==> config.mk <==
export PLATFORM = sky130hd
export DESIGN_NAME = priority_ordered_task_table
export DESIGN_NICKNAME = d
export VERILOG_FILES = /design/src/sv/pott_pkg.sv /design/src/sv/pott_ram.sv /design/src/sv/priority_ordered_task_table.sv
export VERILOG_INCLUDE_DIRS = /design/src /design/src/sv
export SDC_FILE = /design/constraint.sdc
export NUM_CORES = 1
export LEC_CHECK = 0
export BUFFER_PORTS_ARGS = -buffer_cell sky130_fd_sc_hd__buf_2
export CELL_PAD_IN_SITES_DETAIL_PLACEMENT = 0
export CELL_PAD_IN_SITES_GLOBAL_PLACEMENT = 1
export CORE_ASPECT_RATIO = 0.75
export CORE_MARGIN = 3
export CORE_UTILIZATION = 43
export DETAILED_ROUTE_END_ITERATION = 12
export PLACE_DENSITY = 0.68
export SLEW_MARGIN = 20
export SYNTH_ARGS = -nofsm -noshare
export SYNTH_HDL_FRONTEND = slang
export SYNTH_SLANG_ARGS = --single-unit
==> constraint.sdc <==
create_clock -name clock -period 7 [get_ports clock]
set_input_delay 0.35 -clock clock [delete_from_list [all_inputs] [get_ports clock]]
set_output_delay 0.35 -clock clock [all_outputs]
set_load 0.01 [all_outputs]
==> src/sv/priority_ordered_task_table_defines.svh <==
// assertion macros for the priority ordered task table
// expects clock and reset in the scope of the module that uses them
`ifndef PRIORITY_ORDERED_TASK_TABLE_DEFINES_SVH
`define PRIORITY_ORDERED_TASK_TABLE_DEFINES_SVH

// condition that must hold at every edge out of reset
`define POTT_ASSERT_ALWAYS(label, cond, msg) \
   label: assert property (@(posedge clock) disable iff (reset) (cond)) \
      else $error(msg);

// same-cycle implication
`define POTT_ASSERT_IMPLY(label, ante, cons, msg) \
   label: assert property (@(posedge clock) disable iff (reset) (ante) |-> (cons)) \
      else $error(msg);

`endif

==> src/sv/pott_pkg.sv <==
// shared constants, codes and types of the priority ordered task table
// no dependencies
package pott_pkg;

   localparam int SLOT_COUNT_DEF = 16;

   localparam int KIND_W      = 2;
   localparam int PRIO_W      = 8;
   localparam int REQ_SLOT_W  = 4;
   localparam int LINK_OUT_W  = 5;
   localparam int COUNT_OUT_W = 5;

   localparam logic [PRIO_W-1:0] PRIO_RESET = 8'hFF;

   localparam logic [KIND_W-1:0] KIND_CREATE  = 2'd0;
   localparam logic [KIND_W-1:0] KIND_DESTROY = 2'd1;
   localparam logic [KIND_W-1:0] KIND_READ    = 2'd2;

   typedef enum logic [3:0] {
      ST_IDLE,
      ST_WALK_RD,
      ST_WALK_EV,
      ST_NEW_WR,
      ST_PATCH_RD,
      ST_PATCH_WR,
      ST_ENT_RD,
      ST_ENT_EV,
      ST_DONE
   } state_type;

   typedef struct packed {
      logic [REQ_SLOT_W-1:0] slot_id;
      logic                  create_failed;
      logic                  entry_active;
      logic [PRIO_W-1:0]     entry_priority;
      logic [LINK_OUT_W-1:0] entry_prev;
      logic [LINK_OUT_W-1:0] entry_next;
   } entry_res_type;

   typedef struct packed {
      entry_res_type          entry;
      logic [LINK_OUT_W-1:0]  head_slot;
      logic [COUNT_OUT_W-1:0] active_count;
   } rsp_type;

endpackage

==> src/sv/pott_ram.sv <==
// generic single port ram, one access a cycle, registered read data
// no dependencies
module pott_ram #(
   parameter int WIDTH = 8,
   parameter int DEPTH = 16
) (
   input  logic                     clock,
   input  logic                     we,
   input  logic [$clog2(DEPTH)-1:0] addr,
   input  logic [WIDTH-1:0]         wdata,
   output logic [WIDTH-1:0]         rdata
);

   logic [WIDTH-1:0] mem_ff [DEPTH];
   logic [WIDTH-1:0] rd_data_ff;

   always_ff @(posedge clock) begin
      if (we) begin
         mem_ff[addr] <= wdata;
      end
      rd_data_ff <= mem_ff[addr];
   end

   assign rdata = rd_data_ff;

endmodule

==> src/sv/priority_ordered_task_table.sv <==
// priority ordered task table: slot records in one ram, list walked by a sequencer
// depends on pott_pkg, pott_ram and priority_ordered_task_table_defines.svh
//
//   channel | ports  | beat
//   --------+--------+--------------------------------------------------
//   input   | req_*  | kind, priority_req, slot
//   result  | rsp_*  | slot_id, flags, entry fields, head_slot, count
//
// one item at a time, paced by the single ram port: each walk step over a linked
// entry is a read plus its evaluation, each neighbour fix a read then a write.
// reset is synchronous; the ram needs no clearing, per-slot written bits stand
// in for its reset contents. a new item is taken while a result waits; a held
// result stalls the sequencer at its last step only.
`include "priority_ordered_task_table_defines.svh"

module priority_ordered_task_table
   import pott_pkg::*;
#(
   parameter int SLOT_COUNT = SLOT_COUNT_DEF
) (
   input  logic                   clock,
   input  logic                   reset,
   input  logic                   req_valid,
   output logic                   req_ready,
   input  logic [KIND_W-1:0]      req_kind,
   input  logic [PRIO_W-1:0]      req_priority_req,
   input  logic [REQ_SLOT_W-1:0]  req_slot,
   output logic                   rsp_valid,
   input  logic                   rsp_ready,
   output logic [REQ_SLOT_W-1:0]  rsp_slot_id,
   output logic                   rsp_create_failed,
   output logic                   rsp_entry_active,
   output logic [PRIO_W-1:0]      rsp_entry_priority,
   output logic [LINK_OUT_W-1:0]  rsp_entry_prev,
   output logic [LINK_OUT_W-1:0]  rsp_entry_next,
   output logic [LINK_OUT_W-1:0]  rsp_head_slot,
   output logic [COUNT_OUT_W-1:0] rsp_active_count
);

   localparam int SLOT_W = $clog2(SLOT_COUNT);
   localparam int LINK_W = $clog2(SLOT_COUNT + 2);
   localparam int CNT_W  = $clog2(SLOT_COUNT + 1);

   localparam logic [LINK_W-1:0] HEAD_MARK = LINK_W'(SLOT_COUNT);
   localparam logic [LINK_W-1:0] TAIL_MARK = LINK_W'(SLOT_COUNT + 1);

   typedef struct packed {
      logic [PRIO_W-1:0] prio;
      logic [LINK_W-1:0] prev;
      logic [LINK_W-1:0] nxt;
   } rec_type;

   typedef struct packed {
      logic              en;
      logic [SLOT_W-1:0] slot;
      logic              is_next;
      logic [LINK_W-1:0] val;
   } patch_type;

   localparam int REC_W = $bits(rec_type);

   function automatic rec_type reset_rec(input logic [SLOT_W-1:0] s);
      rec_type r;
      r.prio = PRIO_RESET;
      r.prev = (s == '0) ? HEAD_MARK : LINK_W'(s);
      r.nxt  = (32'(s) == SLOT_COUNT - 1) ? TAIL_MARK : LINK_W'(32'(s) + 1);
      return r;
   endfunction

   function automatic logic link_ok(input logic [LINK_W-1:0] l);
      return 32'(l) < SLOT_COUNT;
   endfunction

   function automatic logic [SLOT_W-1:0] to_slot(input logic [LINK_W-1:0] l);
      return SLOT_W'(l);
   endfunction

   state_type             state_ff, state_in;
   logic [KIND_W-1:0]     kind_ff, kind_in;
   logic [PRIO_W-1:0]     prio_ff, prio_in;
   logic [REQ_SLOT_W-1:0] slot_ff, slot_in;
   logic [SLOT_W-1:0]     cur_ff, cur_in;
   logic [SLOT_W-1:0]     nw_ff, nw_in;
   rec_type               nw_rec_ff, nw_rec_in;
   logic                  head_new_ff, head_new_in;
   patch_type             patch_ff [2];
   patch_type             patch_in [2];
   logic                  patch_idx_ff, patch_idx_in;
   logic [SLOT_COUNT-1:0] active_ff, active_in;
   logic [SLOT_COUNT-1:0] written_ff, written_in;
   logic [LINK_W-1:0]     head_ff, head_in;
   logic [CNT_W-1:0]      count_ff, count_in;
   entry_res_type         res_ff, res_in;
   rsp_type               rsp_ff, rsp_in;
   logic                  rsp_valid_ff, rsp_valid_in;

   logic                  ram_we;
   logic [SLOT_W-1:0]     ram_addr;
   rec_type               ram_wdata;
   logic [REC_W-1:0]      ram_rdata;
   rec_type               eff_rec;
   rec_type               patched;
   patch_type             cur_patch;
   logic [SLOT_W-1:0]     slot_idx;
   logic [SLOT_W-1:0]     free_slot;
   logic                  free_any;
   logic                  p_ok;
   logic                  n_ok;

   pott_ram #(
      .WIDTH(REC_W),
      .DEPTH(SLOT_COUNT)
   ) u_rec_ram (
      .clock(clock),
      .we   (ram_we),
      .addr (ram_addr),
      .wdata(ram_wdata),
      .rdata(ram_rdata)
   );

   assign slot_idx  = SLOT_W'(slot_ff);
   assign cur_patch = patch_ff[patch_idx_ff];
   // a never written slot still holds its reset record
   assign eff_rec   = written_ff[ram_addr] ? rec_type'(ram_rdata) : reset_rec(ram_addr);
   assign free_any  = ~&active_ff;

   // lowest free slot
   always_comb begin
      free_slot = '0;
      for (int i = SLOT_COUNT - 1; i >= 0; i--) begin
         if (!active_ff[i]) begin
            free_slot = SLOT_W'(i);
         end
      end
   end

   // ram address depends on registered state only, held over each read and its use
   always_comb begin
      unique case (state_ff)
         ST_WALK_RD, ST_WALK_EV:   ram_addr = cur_ff;
         ST_PATCH_RD, ST_PATCH_WR: ram_addr = cur_patch.slot;
         ST_ENT_RD, ST_ENT_EV:     ram_addr = slot_idx;
         default:                  ram_addr = nw_ff;
      endcase
   end

   always_comb begin
      state_in     = state_ff;
      kind_in      = kind_ff;
      prio_in      = prio_ff;
      slot_in      = slot_ff;
      cur_in       = cur_ff;
      nw_in        = nw_ff;
      nw_rec_in    = nw_rec_ff;
      head_new_in  = head_new_ff;
      patch_in[0]  = patch_ff[0];
      patch_in[1]  = patch_ff[1];
      patch_idx_in = patch_idx_ff;
      active_in    = active_ff;
      written_in   = written_ff;
      head_in      = head_ff;
      count_in     = count_ff;
      res_in       = res_ff;
      rsp_in       = rsp_ff;
      rsp_valid_in = rsp_valid_ff && !rsp_ready;
      req_ready    = (state_ff == ST_IDLE);
      ram_we       = 1'b0;
      ram_wdata    = nw_rec_ff;
      patched      = eff_rec;
      p_ok         = link_ok(eff_rec.prev);
      n_ok         = link_ok(eff_rec.nxt);

      unique case (state_ff)
         ST_IDLE: begin
            if (req_valid) begin
               kind_in        = req_kind;
               prio_in        = req_priority_req;
               slot_in        = req_slot;
               patch_in[0].en = 1'b0;
               patch_in[1].en = 1'b0;
               head_new_in    = 1'b0;
               if (req_kind == KIND_CREATE) begin
                  if (!free_any) begin
                     res_in               = '0;
                     res_in.create_failed = 1'b1;
                     state_in             = ST_DONE;
                  end else begin
                     nw_in = free_slot;
                     if (!link_ok(head_ff)) begin
                        nw_rec_in   = '{req_priority_req, HEAD_MARK, TAIL_MARK};
                        head_new_in = 1'b1;
                        state_in    = ST_NEW_WR;
                     end else begin
                        cur_in   = to_slot(head_ff);
                        state_in = ST_WALK_RD;
                     end
                  end
               end else if (32'(req_slot) >= SLOT_COUNT) begin
                  res_in         = '0;
                  res_in.slot_id = req_slot;
                  state_in       = ST_DONE;
               end else begin
                  state_in = ST_ENT_RD;
               end
            end
         end
         ST_WALK_RD: begin
            state_in = ST_WALK_EV;
         end
         ST_WALK_EV: begin
            // strictly greater keeps equal priorities in arrival order
            if (prio_ff < eff_rec.prio) begin
               nw_rec_in.prio = prio_ff;
               nw_rec_in.prev = p_ok ? eff_rec.prev : HEAD_MARK;
               nw_rec_in.nxt  = LINK_W'(cur_ff);
               patch_in[0]    = '{1'b1, cur_ff, 1'b0, LINK_W'(nw_ff)};
               patch_in[1]    = '{p_ok, to_slot(eff_rec.prev), 1'b1, LINK_W'(nw_ff)};
               head_new_in    = !p_ok;
               state_in       = ST_NEW_WR;
            end else if (!n_ok) begin
               nw_rec_in   = '{prio_ff, LINK_W'(cur_ff), TAIL_MARK};
               patch_in[0] = '{1'b1, cur_ff, 1'b1, LINK_W'(nw_ff)};
               state_in    = ST_NEW_WR;
            end else begin
               cur_in   = to_slot(eff_rec.nxt);
               state_in = ST_WALK_RD;
            end
         end
         ST_NEW_WR: begin
            ram_we            = 1'b1;
            ram_wdata         = nw_rec_ff;
            written_in[nw_ff] = 1'b1;
            active_in[nw_ff]  = 1'b1;
            count_in          = count_ff + 1'b1;
            if (head_new_ff) begin
               head_in = LINK_W'(nw_ff);
            end
            res_in.slot_id        = REQ_SLOT_W'(nw_ff);
            res_in.create_failed  = 1'b0;
            res_in.entry_active   = 1'b1;
            res_in.entry_priority = nw_rec_ff.prio;
            res_in.entry_prev     = LINK_OUT_W'(nw_rec_ff.prev);
            res_in.entry_next     = LINK_OUT_W'(nw_rec_ff.nxt);
            if (patch_ff[0].en) begin
               patch_idx_in = 1'b0;
               state_in     = ST_PATCH_RD;
            end else begin
               state_in = ST_DONE;
            end
         end
         ST_PATCH_RD: begin
            state_in = ST_PATCH_WR;
         end
         ST_PATCH_WR: begin
            if (cur_patch.is_next) begin
               patched.nxt = cur_patch.val;
            end else begin
               patched.prev = cur_patch.val;
            end
            ram_we                     = 1'b1;
            ram_wdata                  = patched;
            written_in[cur_patch.slot] = 1'b1;
            if (!patch_idx_ff && patch_ff[1].en) begin
               patch_idx_in = 1'b1;
               state_in     = ST_PATCH_RD;
            end else begin
               state_in = ST_DONE;
            end
         end
         ST_ENT_RD: begin
            state_in = ST_ENT_EV;
         end
         ST_ENT_EV: begin
            res_in.slot_id        = slot_ff;
            res_in.create_failed  = 1'b0;
            res_in.entry_active   = active_ff[slot_idx];
            res_in.entry_priority = eff_rec.prio;
            res_in.entry_prev     = LINK_OUT_W'(eff_rec.prev);
            res_in.entry_next     = LINK_OUT_W'(eff_rec.nxt);
            state_in              = ST_DONE;
            if (kind_ff == KIND_DESTROY && active_ff[slot_idx]) begin
               res_in.entry_active = 1'b0;
               active_in[slot_idx] = 1'b0;
               count_in            = count_ff - 1'b1;
               patch_in[0] = '{p_ok, to_slot(eff_rec.prev), 1'b1,
                               n_ok ? eff_rec.nxt : TAIL_MARK};
               patch_in[1] = '{n_ok, to_slot(eff_rec.nxt), 1'b0,
                               p_ok ? eff_rec.prev : HEAD_MARK};
               // removing the head hands it to the follower
               if (!p_ok) begin
                  head_in = n_ok ? eff_rec.nxt : HEAD_MARK;
               end
               if (p_ok) begin
                  patch_idx_in = 1'b0;
                  state_in     = ST_PATCH_RD;
               end else if (n_ok) begin
                  patch_idx_in = 1'b1;
                  state_in     = ST_PATCH_RD;
               end
            end
         end
         ST_DONE: begin
            if (!rsp_valid_ff || rsp_ready) begin
               rsp_valid_in        = 1'b1;
               rsp_in.entry        = res_ff;
               rsp_in.head_slot    = LINK_OUT_W'(head_ff);
               rsp_in.active_count = COUNT_OUT_W'(count_ff);
               state_in            = ST_IDLE;
            end
         end
      endcase
   end

   always_ff @(posedge clock) begin
      if (reset) begin
         state_ff     <= ST_IDLE;
         active_ff    <= '0;
         written_ff   <= '0;
         head_ff      <= HEAD_MARK;
         count_ff     <= '0;
         rsp_valid_ff <= 1'b0;
         head_new_ff  <= 1'b0;
         patch_idx_ff <= 1'b0;
      end else begin
         state_ff     <= state_in;
         active_ff    <= active_in;
         written_ff   <= written_in;
         head_ff      <= head_in;
         count_ff     <= count_in;
         rsp_valid_ff <= rsp_valid_in;
         head_new_ff  <= head_new_in;
         patch_idx_ff <= patch_idx_in;
      end
   end

   always_ff @(posedge clock) begin
      kind_ff     <= kind_in;
      prio_ff     <= prio_in;
      slot_ff     <= slot_in;
      cur_ff      <= cur_in;
      nw_ff       <= nw_in;
      nw_rec_ff   <= nw_rec_in;
      patch_ff[0] <= patch_in[0];
      patch_ff[1] <= patch_in[1];
      res_ff      <= res_in;
      rsp_ff      <= rsp_in;
   end

   assign rsp_valid          = rsp_valid_ff;
   assign rsp_slot_id        = rsp_ff.entry.slot_id;
   assign rsp_create_failed  = rsp_ff.entry.create_failed;
   assign rsp_entry_active   = rsp_ff.entry.entry_active;
   assign rsp_entry_priority = rsp_ff.entry.entry_priority;
   assign rsp_entry_prev     = rsp_ff.entry.entry_prev;
   assign rsp_entry_next     = rsp_ff.entry.entry_next;
   assign rsp_head_slot      = rsp_ff.head_slot;
   assign rsp_active_count   = rsp_ff.active_count;

   `POTT_ASSERT_ALWAYS(a_count_matches, 32'(count_ff) == $countones(active_ff), "count drift")
   `POTT_ASSERT_ALWAYS(a_head_iff_busy, (head_ff == HEAD_MARK) == (count_ff == '0), "head mismatch")
   `POTT_ASSERT_ALWAYS(a_active_written, (active_ff & ~written_ff) == '0, "active slot unwritten")
   `POTT_ASSERT_IMPLY(a_new_slot_free, state_ff == ST_NEW_WR, !active_ff[nw_ff], "slot reused")
   `POTT_ASSERT_IMPLY(a_patch_rmw, state_ff == ST_PATCH_WR, $past(state_ff) == ST_PATCH_RD, "patch order")

endmodule

* Yosys cells after proc, flatten, opt, wreduce, memory -nomap -nowiden
Memory sizes are Yosys's and may differ from the RTL's. A register that Yosys moved wholly into a read port is not among the register bits. Index checks and enable logic that the tools add are counted.
Word-level totals: flip-flop bits (word level) 147, bits in writable memories 310, input bits 18, output and inout bits 36, word-level logic and storage cells 225, memories 2
Memories:
- u_rec_ram.mem_ff | words 16, bits a word 18, read ports 1, clocked after memory_dff 1, write ports 1, RTL line pott_ram.sv:14 | logic [WIDTH-1:0] mem_ff [DEPTH];
- patch_ff | words 2, bits a word 11, read ports 3, clocked after memory_dff 1, write ports 2, RTL line priority_ordered_task_table.sv:86 | patch_type patch_ff [2];
Operators by class: $add $sub $neg 3, order comparisons 11, eq/ne operators 27, mux-type cells 105, bitwise logic cells 6, reductions and logical operators 38
Operators by type and width (number):
- $mux 18 | 8
- $mux 4 | 24
- $mux 24 | 3
- $pmux 24 s3 | 1
- $pmux 16 s2 | 2
- $mux 5 | 11
- $or 16x16->16 | 3
- $pmux 10 s2 | 2
- $pmux 18 s2 | 1
- $pmux 4 s9 | 1
- $mux 11 | 3
- $mux 1 | 26
- $ne 2x2->1 const B | 12
- $mux 22 | 1
- $lt 4x5->1 const B | 4
- $pmux 5 s2 | 2
- $and 16x16->16 | 1
- $eq 4x3->1 const B | 4
- $mux 16 | 1
- $not 16->16 | 1
- $reduce_and 16->1 | 1
- $reduce_and 4->1 | 4
- $lt 5x5->1 const B | 3
- $demux 1 s4 | 3
- other kinds (33) | 68

* Longest topological paths before layout
depth after elaboration 15, depth in mapped cells 19, depth with buffers taken out 15

* Cells and area by module
From an unflattened synthesis, not the netlist that was laid out.
Second synthesis, totals: cell total of the unflattened synthesis 1306, area, all modules 19732.7 µm²
Modules (own cells, without submodules):
- pott_ram | times used 1, cells an instance 484, area an instance 11308.3 µm², seq. area each 9008.6 µm²
- priority_ordered_task_table | times used 1, cells an instance 822, area an instance 8424.3 µm², seq. area each 4604.4 µm²

* Worst setup path after synthesis
Ideal clock, no wire load.
kind reg2reg, from register (tool-made name), to register nw_rec_ff[0] in the netlist's numbering, enable pin, setup time 0.400 ns, arrival time 4.819 ns, data required time 6.600 ns, path slack 1.782 ns, stages on the path, launching flop included 20, path buffers 4, clock period less this slack 5.218 ns, cells stage by stage dfxtp_1 clkbuf_1 mux2i_1 o2bb2ai_2 or3_1 buf_6 clkinv_4 a21oi_2 a22o_4 a2111oi_4 buf_6 clkbuf_1 nor2b_1 ha_1 a21o_1 a21o_1 a21oi_1 o21a_1 a21oi_1 o22ai_1
RTL lines:
- end signal: assignment | RTL line priority_ordered_task_table.sv:342 | nw_rec_ff <= nw_rec_in;
- end: declaration | RTL line priority_ordered_task_table.sv:84 | rec_type nw_rec_ff, nw_rec_in;

* Final worst setup path
from register state_ff[3], to register nw_rec_ff[12] in the netlist's numbering, enable pin
On the way: word-level cells in the longest chain between the ends 9, elaborated cells between the ends (all ways) 26, classes of those cells add/sub (1); order compare (2); eq/ne (12); mux (5); reduce/logical (6)
RTL lines:
- start: declaration | RTL line priority_ordered_task_table.sv:78 | state_type state_ff, state_in;
- start signal: assignment | RTL line priority_ordered_task_table.sv:325 | state_ff <= state_in;
- $eq 4x3->1, or another cell as far along | RTL line priority_ordered_task_table.sv:139 | unique case (state_ff)
- $reduce_or 2->1 | RTL line priority_ordered_task_table.sv:139
- $pmux 4 s3 | RTL line priority_ordered_task_table.sv:139
- $bmux 1 s4, or another cell as far along | RTL line priority_ordered_task_table.sv:124 | assign eff_rec = written_ff[ram_addr] ? rec_type'(ram_rdata) : reset_rec(ram_addr);
- $mux 1 (not written as such) / $mux 5 (equally long branches) | RTL line priority_ordered_task_table.sv:124, priority_ordered_task_table.sv:66
- $mux 18 | RTL line priority_ordered_task_table.sv:124
- $lt 8x8->1 / $lt 5x5->1 (equally long branches) | RTL line priority_ordered_task_table.sv:212, priority_ordered_task_table.sv:71
- $ne 3x3->1 (no source line)
- $reduce_and 6->1 (no source line) (*)
Mark *: on every way between the ends. The rest lies on a longest branch, timed or not. The select of a mux whose other input is x is not followed. A chain may end at the register's enable or synchronous reset.

==> qor.yml <==
status:
  status: "complete, no violations"
worst_setup_path:
  crit_path_end_kind: "flop"
  critPathBufInv: 2
  slowest_delay_ps: 820
  cp_max_fo: 28
  worst-setup-path-type: "flop to flop"
  cp-start-kind: "flop"
  cp_cell_sequence: "and3b_1 -> o2bb2ai_1 -> a221oi_4 -> buf_4 -> buf_4 -> nor2_1 -> a2111oi_4 -> nor2b_1 -> ha_1 -> a21o_1 -> a21o_1 -> a21oi_1 -> o21a_1 -> a21oi_1 -> o22ai_2"
  crit_family: "compound AO/OA/AOI/OAI gates"
  required_ps: 7200
  crit_slowest_cell: "a2111oi_4"
  cp.arrival_ps: 6120
grt:
  antenna_found_initial: 2
  gr-total-overflow: 0
  grt_pass1_wl_um: 83190
  grt_pass1_vias: 13060
  grt_max_degree: 81
  grtUsageTotal_pct: 21.97
clock_tree:
  ctsHoldBuffers: 12
  h-tree-depth: 2
  worstSkewPairLatency_ps: 580
  clockBufferDepth: 3
  post-cts-setup-buffer-count: 0
  cts_buffers: 46
  cts_resized: 0
  clock_sinks: 476
  clkTransAtPathRegs_ps: 60
  cts_tree: "built"
  clock-root-buffer: "clkbuf_16"
timing:
  clock_skew_ps: 26.35
  fin_crit_sh_pct: 84.57
  max_slew_margin_pct: 30.46
  worst_pin_slew_ps: 1014
  rsz0062_at_grt: "no"
  fmax_ghz: 0.1689
  hold_violations: 0
  finalSetupViolations: 0
  drv_slew: 0
  whs_ps: 23.01
  setup_slack_ps: 1080
  post-route-min-period_ps: 5920
  setup_tns_ps: 0
yosys:
  ys_types: 71
  yosysWarningCount: 0
  async_reset_ff_share_pct: 0
  synthesis.area_um2: 20220
  ys_seq_area_share_pct: 67.34
  synthesis.nets: 1814
  syn_avg_cell_area_um2: 11.34
  synth_cells: 1782
  yosys_most_used_dff: "edfxtp_1"
  ys_ff_latch: 476
  synth_edf_count: 408
floorplanning:
  die_y_um: 193.8
  initial_utilization_pct: 43.76
  die_w_um: 256.4
  core_area_um2: 46200
  die-area_um2: 49680
  num_rows: 68
  io_pins: 54
worst_hold_path:
  min_path_type: "input port to flop"
power:
  power_leakage_nw: 8.160
  power_density_nw_per_um2: 506.0
  share_seq_of_total_power_pct: 34.6
  sw_frac_of_total_pct: 42.34
  p_int_mw: 6.687
  ir_drop_mv: 0.3878
  combPwrFrac_pct: 44.9
  p_sw_mw: 4.910
  total_power_mw: 11.60
  pwr-share-clk_pct: 20.5
layout:
  drive_above_1_share_pct: 11.63
  syn2layout_area_growth_pct: 13.36
  utilization_pct: 49.60
  fin_nets: 1868
routing:
  ant_nets: 0
  routed_via_density: 5.528
  drc_errors: 0
  drt_iter0_drc: 1305
  avgRoutedWirePerCell_um: 22.18
  via_count: 13850
  wl_um: 55580
  dr.pass1.iters: 5
placement:
  pre_cts_ws_ps: 1097
  dp.final_hpwl_um: 33140
  gp_congestion: 0.8692
  io_buffers: 53
job:
  cap_violations: 0
cells in the mapped netlist, types with 8 or more instances:
| library cell | count | share of area, % |
|---|---|---|
| nand2_1 | 478 | 8.9 |
| edfxtp_1 | 408 | 61 |
| nand3_1 | 195 | 4.8 |
| o21ai_0 | 96 | 2.4 |
| clkbuf_1 | 88 | 1.6 |
| nor2_1 | 79 | 1.5 |
| dfxtp_1 | 68 | 6.7 |
| a21oi_1 | 61 | 1.5 |
| inv_1 | 29 | 0.54 |
| o211ai_1 | 25 | 0.93 |
| mux2i_1 | 19 | 0.94 |
| o21a_1 | 19 | 0.71 |
| nor2b_1 | 17 | 0.53 |
| o22ai_1 | 16 | 0.50 |
| ha_1 | 13 | 0.80 |
| nand2b_1 | 13 | 0.40 |
| nor3_1 | 12 | 0.30 |
| buf_1 | 11 | 0.20 |
| a21o_1 | 9 | 0.33 |
| o32ai_1 | 8 | 0.35 |
cell families after synthesis:
| group | Yosys count | synth area share [%] |
|---|---|---|
| and+or+nand+nor | 828 | 17.54 |
| DFF | 476 | 67.34 |
| AOI/OAI and AO/OA | 290 | 9.309 |
| buffers and inverters | 134 | 2.618 |
| muxes | 32 | 1.943 |
| adders and majority gates | 14 | 0.9037 |
| xor gates and xnor gates | 8 | 0.3466 |
flip-flops by register name, summed over array words and instances (netlist names), 2 cells and up, named ones only:
register,flops
count_ff,5
rsp_slot_id,4
nw_ff,4
written_ff,16
patch_ff,22
state_ff,4
u_rec_ram.mem_ff,288
head_ff,5
rsp_entry_next,5
u_rec_ram.rdata,18
rsp_entry_priority,8
active_ff,16
prio_ff,8
rsp_entry_prev,5
slot_ff,4
res_ff,24
cur_ff,4
rsp_active_count,5
kind_ff,2
nw_rec_ff,18
rsp_head_slot,5
area by class of cell:
cell class,count,area [um2]
inverter,30,118.9
antenna,2,5.005
fill,4169,23280
tap,630,788.3
timing repair buffer,110,723.2
sequential,476,13610
multi-input combinational,1172,6245
clock inverter,25,165.2
clock buffer,61,1259
power groups by stage:
stage / registers (mW) / logic (mW) / clock network [mW]
6_report: 4.01 / 5.21 / 2.38
5_1_grt: 4.04 / 5.77 / 2.53
3_5_place_dp: 4.06 / 5.19 / 0
4_1_cts: 4.01 / 5.23 / 2.43
3_3_place_gp: 4.06 / 5.15 / 0
2_1_floorplan: 3.95 / 3.53 / 0
layer usage:
metal | up-vias | routed length, um | part of all wire (%) | GRT usage (%)
met5 | - | 0 | 0 | 0
met4 | 0 | 860 | 1.5 | 4.637
met3 | 59 | 3976 | 7.2 | 3.839
met2 | 475 | 24270 | 44 | 32.51
met1 | 6782 | 26480 | 48 | 33.98
li1 | 6536 | - | - | -
path summary, 6_finish.rpt:
check,startpoint,endpoint,slack (ps),depth (start not counted)
min reg2reg,res_ff[6],rsp_entry_prev[1],420,0
max reg2reg,state_ff[3],nw_rec_ff[12],1080,15
max,state_ff[3],nw_rec_ff[12],1080,15
min,req_kind[0],kind_ff[0],20,1
stage by stage:
step                cell area [um2]  std cells
floorplan                     20220       1782
detailed placement            21360       2405
finish                        22920       2506
CTS                           22900       2503
global route                  22910       2504
global placement              21360       2405
cell usage in the layout (no fill, tap or decap), drive strengths merged, types with 9 or more instances in the layout:
cell	count
a21o	9
a21oi	63
buf	98
clkbuf	61
clkinv	22
dfxtp	68
dlygate4sd3	12
edfxtp	408
ha	13
inv	30
mux2i	19
nand2	478
nand2b	13
nand3	195
nor2	79
nor2b	17
nor3	12
o211ai	26
o21a	19
o21ai	97
o22ai	17
Note: power is estimated with default switching activity, not from simulation.
